[config.mk]
export PLATFORM = sky130hd
export DESIGN_NAME = pat_section_parser
export DESIGN_NICKNAME = d
export VERILOG_FILES = /design/src/psp_pkg.sv /design/src/pat_section_parser.sv /design/src/psp_ctrl.sv /design/src/psp_datapath.sv
export SDC_FILE = /design/constraint.sdc
export NUM_CORES = 1
export LEC_CHECK = 0
export ABC_AREA = 1
export BUFFER_PORTS_ARGS = -buffer_cell sky130_fd_sc_hd__buf_2
export CAP_MARGIN = 20
export CORE_UTILIZATION = 45
export DETAILED_ROUTE_END_ITERATION = 16
export GPL_ROUTABILITY_DRIVEN = 0
export GPL_TIMING_DRIVEN = 0
export SLEW_MARGIN = 25
export SYNTH_ARGS = -nofsm -noshare
export SYNTH_HDL_FRONTEND = slang
export SYNTH_SLANG_ARGS = --single-unit
[constraint.sdc]
create_clock -name clk -period 6 [get_ports clk]
set_input_delay 0.6 -clock clk [delete_from_list [all_inputs] [get_ports clk]]
set_output_delay 0.6 -clock clk [all_outputs]
set_load 0.05 [all_outputs]
[src/psp_pkg.sv]
package psp_pkg;

	// result kinds, carried on m_tuser
	localparam logic [1:0] KIND_PROGRAM = 2'd0;
	localparam logic [1:0] KIND_NETWORK = 2'd1;
	localparam logic [1:0] KIND_STATUS  = 2'd2;

	// section verdicts
	localparam logic [2:0] STAT_OK          = 3'd0;
	localparam logic [2:0] STAT_BAD_TABLE   = 3'd1;
	localparam logic [2:0] STAT_BAD_SYNTAX  = 3'd2;
	localparam logic [2:0] STAT_BAD_LENGTH  = 3'd3;
	localparam logic [2:0] STAT_CRC_ERROR   = 3'd4;
	localparam logic [2:0] STAT_NOT_CURRENT = 3'd5;

	localparam logic [7:0]  TABLE_ID_PAT   = 8'h00;
	localparam logic [7:0]  SYNTAX_MASK    = 8'h80;
	localparam logic [7:0]  VERSION_MASK   = 8'h3e;
	localparam logic [7:0]  CURRENT_MASK   = 8'h01;
	localparam logic [7:0]  PID_HIGH_MASK  = 8'h1f;
	localparam logic [11:0] MIN_SECTION_LENGTH = 12'd9;
	localparam logic [31:0] CRC_POLY = 32'h04c11db7;
	localparam logic [31:0] CRC_INIT = 32'hffffffff;

	localparam int DATA_WIDTH = 88;

	typedef enum logic [1:0] {
		S_IDLE,
		S_PROC,
		S_SEARCH,
		S_DECIDE
	} fsm_state_t;

	typedef struct packed {
		logic capture;
		logic commit;
		logic search;
		logic decide;
	} psp_cmd_t;

	typedef struct packed {
		logic p_emit;
		logic p_search;
		logic out_free;
		logic search_done;
		logic is_dup;
	} psp_sts_t;

	// msb-first crc over one byte
	function automatic logic [31:0] crc32_byte(input logic [31:0] crc, input logic [7:0] b);
		logic [31:0] c;
		c = crc ^ {b, 24'h000000};
		for (int i = 0; i < 8; i++) begin
			c = c[31] ? ({c[30:0], 1'b0} ^ CRC_POLY) : {c[30:0], 1'b0};
		end
		return c;
	endfunction

endpackage

[src/pat_section_parser.sv]
// Parses one MPEG-2 program association section, one byte per input transaction,
// s_tuser marking the table id byte. Each byte is first captured, then applied to
// the header/CRC state; on the fourth byte of a program entry with a nonzero
// program number in a current section the PID is compared against the PIDs already
// stored for this section, one table read per cycle (search, then keep or drop).
// Entries are delivered before the CRC is known: a section's entries are only
// trustworthy if its closing status transaction reports ok. A new transaction is
// taken while a result waits in the output register; the byte is held until that
// register frees when it produces a result of its own.
module pat_section_parser #(
	parameter int DUP_TABLE_DEPTH    = 64,
	parameter int MAX_SECTION_LENGTH = 1021
) (
	input  logic                           clk,
	input  logic                           arst_n,
	input  logic                           s_tvalid,
	output logic                           s_tready,
	input  logic [7:0]                     s_tdata,  // data_byte
	input  logic                           s_tuser,  // section_start
	output logic                           m_tvalid,
	input  logic                           m_tready,
	// prog_num, pid, ts_id, version, section_index,
	// last_section_index, status, section_bytes, dup_table_full, zero fill
	output logic [psp_pkg::DATA_WIDTH-1:0] m_tdata,
	output logic [1:0]                     m_tuser   // result_kind
);
	import psp_pkg::*;

	psp_cmd_t cmd;
	psp_sts_t sts;

	psp_ctrl u_ctrl (
		.clk      (clk),
		.arst_n   (arst_n),
		.s_tvalid (s_tvalid),
		.s_tready (s_tready),
		.sts      (sts),
		.cmd      (cmd)
	);

	psp_datapath #(
		.DUP_TABLE_DEPTH    (DUP_TABLE_DEPTH),
		.MAX_SECTION_LENGTH (MAX_SECTION_LENGTH)
	) u_datapath (
		.clk      (clk),
		.arst_n   (arst_n),
		.s_tdata  (s_tdata),
		.s_tuser  (s_tuser),
		.cmd      (cmd),
		.sts      (sts),
		.m_tvalid (m_tvalid),
		.m_tready (m_tready),
		.m_tdata  (m_tdata),
		.m_tuser  (m_tuser)
	);

endmodule

[src/psp_ctrl.sv]
module psp_ctrl (
	input  logic              clk,
	input  logic              arst_n,
	input  logic              s_tvalid,
	output logic              s_tready,
	input  psp_pkg::psp_sts_t sts,
	output psp_pkg::psp_cmd_t cmd
);
	import psp_pkg::*;

	fsm_state_t state_q, state_d;

	always_ff @(posedge clk or negedge arst_n) begin
		if (!arst_n) begin
			state_q <= S_IDLE;
		end else begin
			state_q <= state_d;
		end
	end

	always_comb begin
		state_d  = state_q;
		cmd      = '0;
		s_tready = 1'b0;
		case (state_q)
			S_IDLE: begin
				s_tready = 1'b1;
				if (s_tvalid) begin
					cmd.capture = 1'b1;
					state_d     = S_PROC;
				end
			end
			S_PROC: begin
				// hold the byte until the output register can take its result
				if (!sts.p_emit || sts.out_free) begin
					cmd.commit = 1'b1;
					state_d    = sts.p_search ? S_SEARCH : S_IDLE;
				end
			end
			S_SEARCH: begin
				cmd.search = 1'b1;
				if (sts.search_done) begin
					state_d = S_DECIDE;
				end
			end
			S_DECIDE: begin
				if (sts.is_dup || sts.out_free) begin
					cmd.decide = 1'b1;
					state_d    = S_IDLE;
				end
			end
			default: begin
				state_d = S_IDLE;
			end
		endcase
	end

endmodule

[src/psp_datapath.sv]
module psp_datapath #(
	parameter int DUP_TABLE_DEPTH    = 64,
	parameter int MAX_SECTION_LENGTH = 1021
) (
	input  logic                              clk,
	input  logic                              arst_n,
	input  logic [7:0]                        s_tdata,
	input  logic                              s_tuser,
	input  psp_pkg::psp_cmd_t                 cmd,
	output psp_pkg::psp_sts_t                 sts,
	output logic                              m_tvalid,
	input  logic                              m_tready,
	output logic [psp_pkg::DATA_WIDTH-1:0]    m_tdata,
	output logic [1:0]                        m_tuser
);
	import psp_pkg::*;

	localparam int CW = $clog2(DUP_TABLE_DEPTH + 1);
	localparam int AW = (DUP_TABLE_DEPTH > 1) ? $clog2(DUP_TABLE_DEPTH) : 1;
	localparam logic [CW-1:0] DEPTH_C = CW'(DUP_TABLE_DEPTH);
	localparam logic [11:0]   MAX_LEN = 12'(MAX_SECTION_LENGTH);

	// captured input transaction
	logic [7:0]  byte_q;
	logic        start_q;

	// section state
	logic        active_q;
	logic [9:0]  pos_q;
	logic [9:0]  len_q;
	logic [23:0] asm_q;
	logic [31:0] crc_q;
	logic [15:0] tsid_q;
	logic [4:0]  ver_q;
	logic [7:0]  sec_q;
	logic [7:0]  last_q;
	logic        nc_q;
	logic [CW-1:0] cnt_q;
	logic        full_q;

	// pending program entry and pid search
	logic [15:0] prog_q;
	logic [12:0] pid_q;
	logic [CW-1:0] sidx_q;
	logic [12:0] rd_q;
	logic        rdv_q;
	logic        match_q;
	logic [12:0] mem [DUP_TABLE_DEPTH];

	// output register
	logic        out_valid_q;
	logic [1:0]  o_kind_q;
	logic [15:0] o_prog_q;
	logic [12:0] o_pid_q;
	logic [15:0] o_tsid_q;
	logic [4:0]  o_ver_q;
	logic [7:0]  o_sec_q;
	logic [7:0]  o_last_q;
	logic [2:0]  o_stat_q;
	logic [10:0] o_nb_q;
	logic        o_full_q;

	// byte processing
	logic [9:0]  pos_inc, k, rest;
	logic [31:0] crc_calc;
	logic [11:0] len_raw;
	logic [10:0] nbytes;
	logic        act_nx;
	logic [9:0]  pos_nx, len_nx;
	logic [23:0] asm_nx;
	logic [31:0] crc_nx;
	logic [15:0] tsid_nx;
	logic [4:0]  ver_nx;
	logic [7:0]  sec_nx, last_nx;
	logic        nc_nx;
	logic        p_emit, p_search, p_hdr;
	logic [1:0]  p_kind;
	logic [2:0]  p_stat;
	logic [10:0] p_nb;
	logic [12:0] p_pid;
	logic [15:0] p_prog;
	logic        out_free, load_proc, load_dec, table_full;

	assign out_free   = !out_valid_q || m_tready;
	assign table_full = (cnt_q == DEPTH_C);
	assign load_proc  = cmd.commit && p_emit;
	assign load_dec   = cmd.decide && !match_q;

	always_comb begin
		pos_inc  = pos_q + 10'd1;
		crc_calc = crc32_byte(start_q ? CRC_INIT : crc_q, byte_q);
		len_raw  = {asm_q[3:0], byte_q};
		k        = pos_inc - 10'd8;
		rest     = len_q - 10'd9;
		nbytes   = {1'b0, len_q} + 11'd3;

		act_nx   = active_q;
		pos_nx   = pos_q;
		len_nx   = len_q;
		asm_nx   = asm_q;
		crc_nx   = crc_q;
		tsid_nx  = tsid_q;
		ver_nx   = ver_q;
		sec_nx   = sec_q;
		last_nx  = last_q;
		nc_nx    = nc_q;
		p_emit   = 1'b0;
		p_search = 1'b0;
		p_hdr    = 1'b1;
		p_kind   = KIND_STATUS;
		p_stat   = STAT_OK;
		p_nb     = nbytes;
		p_pid    = {asm_q[4:0], byte_q};
		p_prog   = asm_q[23:8];

		if (start_q) begin
			// a start abandons whatever section was in progress
			act_nx  = (byte_q == TABLE_ID_PAT);
			pos_nx  = '0;
			len_nx  = '0;
			asm_nx  = '0;
			crc_nx  = crc_calc;
			tsid_nx = '0;
			ver_nx  = '0;
			sec_nx  = '0;
			last_nx = '0;
			nc_nx   = 1'b0;
			if (byte_q != TABLE_ID_PAT) begin
				p_emit = 1'b1;
				p_stat = STAT_BAD_TABLE;
				p_hdr  = 1'b0;
				p_nb   = '0;
			end
		end else if (active_q) begin
			pos_nx = pos_inc;
			crc_nx = crc_calc;
			case (pos_inc)
				10'd1: begin
					if ((byte_q & SYNTAX_MASK) == 8'h00) begin
						act_nx = 1'b0;
						p_emit = 1'b1;
						p_stat = STAT_BAD_SYNTAX;
						p_hdr  = 1'b0;
						p_nb   = '0;
					end else begin
						asm_nx = {20'h00000, byte_q[3:0]};
					end
				end
				10'd2: begin
					asm_nx = '0;
					if (len_raw < MIN_SECTION_LENGTH || len_raw > MAX_LEN) begin
						act_nx = 1'b0;
						p_emit = 1'b1;
						p_stat = STAT_BAD_LENGTH;
						p_hdr  = 1'b0;
						p_nb   = '0;
					end else begin
						len_nx = len_raw[9:0];
					end
				end
				10'd3: tsid_nx = {byte_q, 8'h00};
				10'd4: tsid_nx = {tsid_q[15:8], byte_q};
				10'd5: begin
					ver_nx = 5'((byte_q & VERSION_MASK) >> 1);
					nc_nx  = ((byte_q & CURRENT_MASK) == 8'h00);
				end
				10'd6: sec_nx = byte_q;
				10'd7: last_nx = byte_q;
				default: begin
					if ({1'b0, pos_inc} >= {1'b0, len_q} + 11'd2) begin
						act_nx = 1'b0;
						p_emit = 1'b1;
						if (crc_calc != 32'h0) begin
							p_stat = STAT_CRC_ERROR;
						end else if (nc_q) begin
							p_stat = STAT_NOT_CURRENT;
						end else begin
							p_stat = STAT_OK;
						end
					end else if (k < {rest[9:2], 2'b00}) begin
						if (k[1:0] != 2'd3) begin
							asm_nx = {asm_q[15:0], byte_q};
						end else begin
							asm_nx = '0;
							p_pid  = {asm_q[4:0] & PID_HIGH_MASK[4:0], byte_q};
							if (!nc_q) begin
								if (asm_q[23:8] == 16'h0000) begin
									p_emit = 1'b1;
									p_kind = KIND_NETWORK;
								end else begin
									p_search = 1'b1;
								end
							end
						end
					end
				end
			endcase
		end
	end

	always_ff @(posedge clk) begin
		if (cmd.capture) begin
			byte_q  <= s_tdata;
			start_q <= s_tuser;
		end
		if (cmd.commit && p_search) begin
			prog_q <= p_prog;
			pid_q  <= p_pid;
		end
	end

	always_ff @(posedge clk or negedge arst_n) begin
		if (!arst_n) begin
			active_q <= 1'b0;
			pos_q    <= '0;
			len_q    <= '0;
			asm_q    <= '0;
			crc_q    <= CRC_INIT;
			tsid_q   <= '0;
			ver_q    <= '0;
			sec_q    <= '0;
			last_q   <= '0;
			nc_q     <= 1'b0;
			cnt_q    <= '0;
			full_q   <= 1'b0;
		end else begin
			if (cmd.commit) begin
				active_q <= act_nx;
				pos_q    <= pos_nx;
				len_q    <= len_nx;
				asm_q    <= asm_nx;
				crc_q    <= crc_nx;
				tsid_q   <= tsid_nx;
				ver_q    <= ver_nx;
				sec_q    <= sec_nx;
				last_q   <= last_nx;
				nc_q     <= nc_nx;
				if (start_q) begin
					cnt_q  <= '0;
					full_q <= 1'b0;
				end
			end else if (load_dec) begin
				if (table_full) begin
					full_q <= 1'b1;
				end else begin
					cnt_q <= cnt_q + 1'b1;
				end
			end
		end
	end

	// pid table, one read per cycle during the search
	always_ff @(posedge clk) begin
		if (load_dec && !table_full) begin
			mem[cnt_q[AW-1:0]] <= pid_q;
		end
		if (cmd.search && (sidx_q < cnt_q)) begin
			rd_q <= mem[sidx_q[AW-1:0]];
		end
	end

	always_ff @(posedge clk or negedge arst_n) begin
		if (!arst_n) begin
			sidx_q  <= '0;
			rdv_q   <= 1'b0;
			match_q <= 1'b0;
		end else if (cmd.commit && p_search) begin
			sidx_q  <= '0;
			rdv_q   <= 1'b0;
			match_q <= 1'b0;
		end else if (cmd.search) begin
			if (sidx_q < cnt_q) begin
				sidx_q <= sidx_q + 1'b1;
				rdv_q  <= 1'b1;
			end else begin
				rdv_q <= 1'b0;
			end
			if (rdv_q && (rd_q == pid_q)) begin
				match_q <= 1'b1;
			end
		end
	end

	always_ff @(posedge clk or negedge arst_n) begin
		if (!arst_n) begin
			out_valid_q <= 1'b0;
		end else if (load_proc || load_dec) begin
			out_valid_q <= 1'b1;
		end else if (m_tready) begin
			out_valid_q <= 1'b0;
		end
	end

	always_ff @(posedge clk) begin
		if (load_proc) begin
			o_kind_q <= p_kind;
			o_prog_q <= '0;
			o_pid_q  <= (p_kind == KIND_NETWORK) ? p_pid : 13'h0000;
			o_tsid_q <= p_hdr ? tsid_q : 16'h0000;
			o_ver_q  <= p_hdr ? ver_q : 5'h00;
			o_sec_q  <= p_hdr ? sec_q : 8'h00;
			o_last_q <= p_hdr ? last_q : 8'h00;
			o_stat_q <= p_stat;
			o_nb_q   <= p_nb;
			o_full_q <= p_hdr ? full_q : 1'b0;
		end else if (load_dec) begin
			o_kind_q <= KIND_PROGRAM;
			o_prog_q <= prog_q;
			o_pid_q  <= pid_q;
			o_tsid_q <= tsid_q;
			o_ver_q  <= ver_q;
			o_sec_q  <= sec_q;
			o_last_q <= last_q;
			o_stat_q <= STAT_OK;
			o_nb_q   <= nbytes;
			o_full_q <= full_q | table_full;
		end
	end

	assign m_tvalid = out_valid_q;
	assign m_tuser  = o_kind_q;
	assign m_tdata  = {7'h00, o_full_q, o_nb_q, o_stat_q, o_last_q, o_sec_q,
			o_ver_q, o_tsid_q, o_pid_q, o_prog_q};

	assign sts.p_emit      = p_emit;
	assign sts.p_search    = p_search;
	assign sts.out_free    = out_free;
	assign sts.search_done = (sidx_q >= cnt_q) && !rdv_q;
	assign sts.is_dup      = match_q;

	a_cnt_bound: assert property (@(posedge clk) disable iff (!arst_n)
		cnt_q <= DEPTH_C)
		else $error("pid table count beyond depth");

	a_full_only_when_full: assert property (@(posedge clk) disable iff (!arst_n)
		full_q |-> table_full)
		else $error("overflow flag set with room in the table");

	a_load_needs_room: assert property (@(posedge clk) disable iff (!arst_n)
		(load_proc || load_dec) |-> out_free)
		else $error("output register overwritten before it was taken");

	a_search_restarts: assert property (@(posedge clk) disable iff (!arst_n)
		(cmd.commit && p_search) |=> (sidx_q == '0 && !match_q && !rdv_q))
		else $error("pid search did not start from the first entry");

	a_dup_after_search: assert property (@(posedge clk) disable iff (!arst_n)
		cmd.decide |-> (sidx_q >= cnt_q && !rdv_q))
		else $error("entry decided before the pid search finished");

endmodule

* After elaboration in Yosys (flattened, before gate mapping)
Memories as Yosys holds them, arrays and structs flattened. A register that Yosys moved wholly into a read port is not among the register bits. Cells that the tools add are included.
Operators by class: bitwise operators 10, multiplexer cells 150, order comparisons 6, add/subtract/negate cells 7, equal/unequal tests 25, reduce and logical (&&, ||, !) cells 54
Operators with widths (count):
- 27-bit two-way mux | 8
- 24-bit two-way mux | 6
- 14-bit NOT | 8
- 32-bit two-way mux | 3
- 8-bit two-way mux | 12
- 16-bit two-way mux | 5
- 11-bit two-way mux | 7
- 24-bit case mux with 3 select lines | 1
- 10-bit two-way mux | 6
- 1-bit two-way mux | 55
- 7-bit two-way mux | 7
- 10-bit by 3-bit equality test with 1-bit output, second input constant | 4
- 13-bit two-way mux | 3
- 2-bit two-way mux | 17
- 16-bit case mux with 2 select lines | 1
- 32-bit nonzero test | 1
- 32-bit bitwise XOR | 1
- 5-bit two-way mux | 6
- 2-bit nonzero test | 13
- 8-bit logical NOT | 3
- 10-bit by 2-bit adder with 11-bit output, second input constant | 2
- 11-bit case mux with 2 select lines | 1
- 3-bit two-way mux | 7
- 10-bit by 2-bit equality test with 1-bit output, second input constant | 2
- other kinds (37) | 73
Word-level totals: output and inout bits 92, bits of input ports 13, register bits after elaboration 256, memories kept 1, RAM bits 832, word-level logic and storage cells 285
Memory list:
- u_datapath.mem | depth 64, bits a word 13, read ports 1, clocked after Yosys merged registers in 1, write ports 1, line psp_datapath.sv:48 | logic [12:0] mem [DUP_TABLE_DEPTH];

* Longest topological paths before layout
word-level depth 25, mapped depth 30, gate-level depth less buffers 27

* Modules after synthesis
From an unflattened synthesis, not the netlist that was laid out.
Second synthesis, totals: cell total of the unflattened synthesis 4289, area total of the unflattened synthesis 47434.2 µm²
By module, submodules not included:
- psp_datapath | instances 1, cells an instance 4259, seq. area each 32215.9 µm², area an instance 47259.1 µm²
- psp_ctrl | instances 1, cells an instance 30, seq. area each 50.0 µm², area an instance 175.2 µm²

* Worst setup path before layout
No wires, ideal clock.
path type register to register, start register u_datapath.pos_q[1], end register u_datapath.o_kind_q[0], in the netlist u_datapath.m_tuser[0], enable pin, path buffers 1, arrival time 4238 ps, period minus slack after synthesis 4948 ps, path slack 1052 ps, data required time 5290 ps, cell stages (with the launch flop) 26, setup time 710 ps, cells stage by stage dfrtp_1 ha_1 nand3_2 clkinv_1 nand2_1 nand2_1 nand3_4 nor2_8 inv_2 nor2_1 inv_1 o21ai_0 ha_1 nand2_1 nor2_1 a211oi_1 nand3_1 nand2_1 nand2_1 nand2_1 nand2_1 nand2_2 a21oi_2 nand2_1 buf_2 nand2_1
Between the ends: cells in the longest elaborated chain, start to end 15, elaborated cells between the ends (all ways) 25, classes of those cells add/sub: 2; order compare: 2; eq/ne: 8; mux: 8; reduce/logical: 5
RTL lines:
- start: declaration | line psp_datapath.sv:29 | logic [9:0] pos_q;
- start signal: assignment | line psp_datapath.sv:229 | pos_q <= pos_nx;
- 10-bit by 1-bit adder with 10-bit output * | line psp_datapath.sv:90 | pos_inc = pos_q + 10'd1;
- branches (longest 5 deep; another with 10-bit by 4-bit subtractor with 10-bit output)
- 1-bit case mux with 3 select lines * | line psp_datapath.sv:137 | case (pos_inc)
- 1-bit two-way mux * | line psp_datapath.sv:134 | end else if (active_q) begin
- 1-bit two-way mux * | line psp_datapath.sv:116 | if (start_q) begin
- 1-bit logical NOT | line psp_ctrl.sv:35 | if (!sts.p_emit || sts.out_free) begin
- 1-bit logical OR | line psp_ctrl.sv:35
- 1-bit two-way mux | line psp_ctrl.sv:35
- 1-bit two-way mux | line psp_ctrl.sv:25 | case (state_q)
- 1-bit logical AND * | line psp_datapath.sv:86 | assign load_proc = cmd.commit && p_emit;
- 2-bit nonzero test (no line) *
- end signal: assignment | line psp_datapath.sv:296 | o_kind_q <= p_kind;
- end: declaration | line psp_datapath.sv:52 | logic [1:0] o_kind_q;
Every way passes the cells marked *. A chain may end at the register's enable or synchronous reset.

* Worst setup path in the final report
start register u_datapath.pos_q[1], end register u_datapath.o_nb_q[3], enable pin
Between the ends: cells in the longest elaborated chain, start to end 15, elaborated cells between the ends (all ways) 25, classes of those cells add/sub: 2; order compare: 2; eq/ne: 8; mux: 8; reduce/logical: 5
RTL lines:
- 10-bit by 1-bit adder with 10-bit output * | line psp_datapath.sv:90
- branches (longest 5 deep; another with 10-bit by 4-bit subtractor with 10-bit output)
- 1-bit case mux with 3 select lines * | line psp_datapath.sv:137
- 1-bit two-way mux * | line psp_datapath.sv:134
- 1-bit two-way mux * | line psp_datapath.sv:116
- 1-bit logical NOT | line psp_ctrl.sv:35
- 1-bit logical OR | line psp_ctrl.sv:35
- 1-bit two-way mux | line psp_ctrl.sv:35
- 1-bit two-way mux | line psp_ctrl.sv:25
- 1-bit logical AND * | line psp_datapath.sv:86
- 2-bit nonzero test (no line) *
- end signal: assignment | line psp_datapath.sv:304 | o_nb_q <= p_nb;
- end signal: assignment | line psp_datapath.sv:315 | o_nb_q <= nbytes;
- end: declaration | line psp_datapath.sv:60 | logic [10:0] o_nb_q;
Marked as above.

==> run metrics <==
clock sink count approximately 1100; DRT iter0 DRCs between 4000 and 5000; Synth Flop Type edfxtp_1; Root Driver clkbuf_16; DR WL/cell about 27 µm; Synth top area share 60.4%; DP Wirelength between 100 and 150 mm; async set-or-reset flop fraction in the synthesized netlist around 12%; top cells by count, synth edfxtp_1, nand2_1, nor2_1; Hold Crit Depth 1; drt pass-1 iters 7; Max Cap Viol 0; status finished, final reports clean; Register-to-Register Setup Slack just under 1 ns; Post-synth EDFFs 950; starting density of the core between 40% and 50%; cells after synthesis 4109; CP Capture Type register; Setup WS pre-CTS approximately 1.1 ns; WS Path Type register to register; Tmin final 5.03 ns; LEAKAGE around 20 nW; final core utilization between 50% and 60%; first-pass GRT wire length around 230 mm; Max VDD drop 292 µV; # IOs about 110; Worst Hold Class primary input to register; CTS tree built; Hold Path Origin s_tdata[4]; Netlist Area Pre-Place roughly 47000 µm²; Area contributors post-synth edfxtp_1, nand2_1, dfrtp_1; slew margin rel. a little over a fifth; final layout net count 4468; cell taking the most area after synthesis edfxtp_1; crit start category register; most frequent cell after synthesis edfxtp_1; post-route DRC violation count 0; grt ovf 0; f_max slightly below 200 MHz; clk slew on worst S/H paths 0.06 ns; final WL between 150 and 200 mm; period utilisation layout approximately 84%; worst-margin pin slew between 1 and 1.5 ns; Via density around 5.9; final setup fails 0; die width 326 µm; hold path endpoint u_datapath.byte_q[4]; Pwr Density around 400 nW/µm²; fillcell total slightly below 9000; Hold Vio Cnt, Final 0; diode count 0; Vias roughly 35000; warnings from Yosys 0; Num CTS Buffers 112; Die Height roughly 330 µm; Placement Rows ~120; end of the worst register-to-register path u_datapath.o_nb_q[3]; post-synthesis area per instance between 10 and 15 µm²; FF+latch count, synth ~1100; post-route setup slack between 0.9 and 1 ns; Critical R2R Launch u_datapath.pos_q[1]; worst-skew pair later-pin latency ~0.72 ns; Critical Path AT ~5.5 ns; unrepaired setup endpoints after global routing no; R2R depth 27; Setup Skew roughly 0.047 ns; deepest clock path buffer count 3; initial antenna violation count 3; number of global-route vias before repair between 30000 and 40000; largest net degree at the start of global routing 75; Worst Path Max Fanout between 50 and 60; core region area 104000 µm²; WP data required between 6 and 7 ns; Port Buffer Count 97; max-slew violation count 0; Die Area approximately 110000 µm²; GRT Total Usage 29.6%; Netlist cell types 54; Area Growth Syn to Fin 16.0%; sequential share of the synthesized area around two thirds; H-tree levels 3; layout cells sized above 1 a little under an eighth; DRT antenna net count 0
-- registers in the layout, indices dropped and copies added, names as in the netlist, 16 cells and up, named ones only --
name                 cells
u_datapath.tsid_q       16
u_datapath.asm_q        24
u_datapath.o_prog_q     16
u_datapath.prog_q       16
u_datapath.mem         832
u_datapath.o_tsid_q     16
u_datapath.crc_q        32
-- stage by stage --
stage          power [mW]  setup TNS (ns)  cell area (µm²)  hold slack [ns]  instances
2_1_floorplan        12.6               0            47300            0.304       4115
3_3_place_gp         14.6          -49.22            49500            0.451       5592
3_5_place_dp         14.7               0            51100            0.456       5683
4_1_cts              21.6               0            54800           0.0372       5892
5_1_grt              22.4               0            54800           0.0516       5892
6_report             21.7               0            54800           0.0724       5892
-- cell type report --
type                            count  area [µm²]  area share [%]
Sequential cell                  1101       32300            58.9
Multi-Input combinational cell   2546       13400            24.5
Clock buffer                      142        3040            5.55
Timing Repair Buffer              189        1850            3.37
Tap cell                         1380        1730            3.15
Buffer                            245        1040            1.90
Inverter                          223         837            1.53
Clock inverter                     66         613            1.12
-- kinds of logic after synthesis --
logic type | Yosys count | synth area share [%]
XOR/XNOR | 45 | 0.834
AO/OA/AOI/OAI | 625 | 8.98
multiplexers | 82 | 1.74
adder cells (fa/ha/maj) | 37 | 0.980
other | 1 | 0.00794
buffers and inverters | 468 | 3.97
AND/OR/NAND/NOR | 1750 | 15.2
flip-flops | 1101 | 68.3
-- per-layer routing --
metal | global-route usage, % | share of wire [%] | vias to the layer above
met1 | 38.3 | 38 | 17200
met5 | 0 | 0.016 | -
met2 | 46.2 | 45 | 2041
met3 | 7.51 | 11 | 438
li1 | - | - | 15400
met4 | 15.0 | 5.7 | 4
-- worst max path at each step --
stage                                    from                     end  slack [ns]  cells past startpoint
final                     u_datapath.pos_q[1]    u_datapath.o_nb_q[3]        0.97                     27
after global routing      u_datapath.pos_q[1]    u_datapath.o_nb_q[2]        0.51                     27
after floorplan           u_datapath.pos_q[1]   u_datapath.m_tuser[0]        1.05                     25
after detailed placement  u_datapath.pos_q[1]    u_datapath.o_nb_q[2]        1.07                     26
after global placement    u_datapath.pos_q[0]    u_datapath.o_nb_q[2]       -0.74                     25
after CTS                 u_datapath.pos_q[1]  u_datapath.o_last_q[1]        1.06                     26
-- worst max-delay path, stage by stage, from the launching register on --
cell	delay (ns)
dfrtp_1	0.49
ha_1	0.37
nand3_2	0.15
clkinv_1	0.07
nand2_1	0.04
nand2_1	0.17
nand3_4	0.15
nor2_8	0.18
inv_2	0.06
nor2_1	0.12
nand2_1	0.09
nand2_1	0.06
o21ai_0	0.08
ha_1	0.29
nand2_1	0.09
nor2_1	0.05
a211oi_1	0.35
nand3_1	0.12
nand2_1	0.09
nand2_1	0.05
nand2_1	0.06
nand2_1	0.07
nand2_2	0.12
a21oi_2	0.08
nand2_1	0.36
buf_2	0.41
nand2_4	0.25
buf_16	0.29
-- timing repair --
action                                 4_1_cts  5_1_grt
endpoints found under the hold margin       29        0
setup buffers                                0        0
gates resized for setup                      0        0
hold buffers                                 1        0
-- cells in the final DEF (no fill, tap or decap), drive strengths merged, types with 103 or more instances in the layout --
master  instances
o32ai         126
o21ai         265
dfrtp         103
inv           218
edfxtp        950
clkbuf        307
nor2          668
nand2         775
nand3         187
buf           268
-- power breakdown --
| group | total [mW] | internal [mW] | switching [mW] |
|---|---|---|---|
| combinational | 5.72 | 1.40 | 4.32 |
| sequential | 8.98 | 8.74 | 0.239 |
| clock | 7.03 | 4.04 | 3.00 |
No activity file was read; power rests on OpenSTA's default activity.
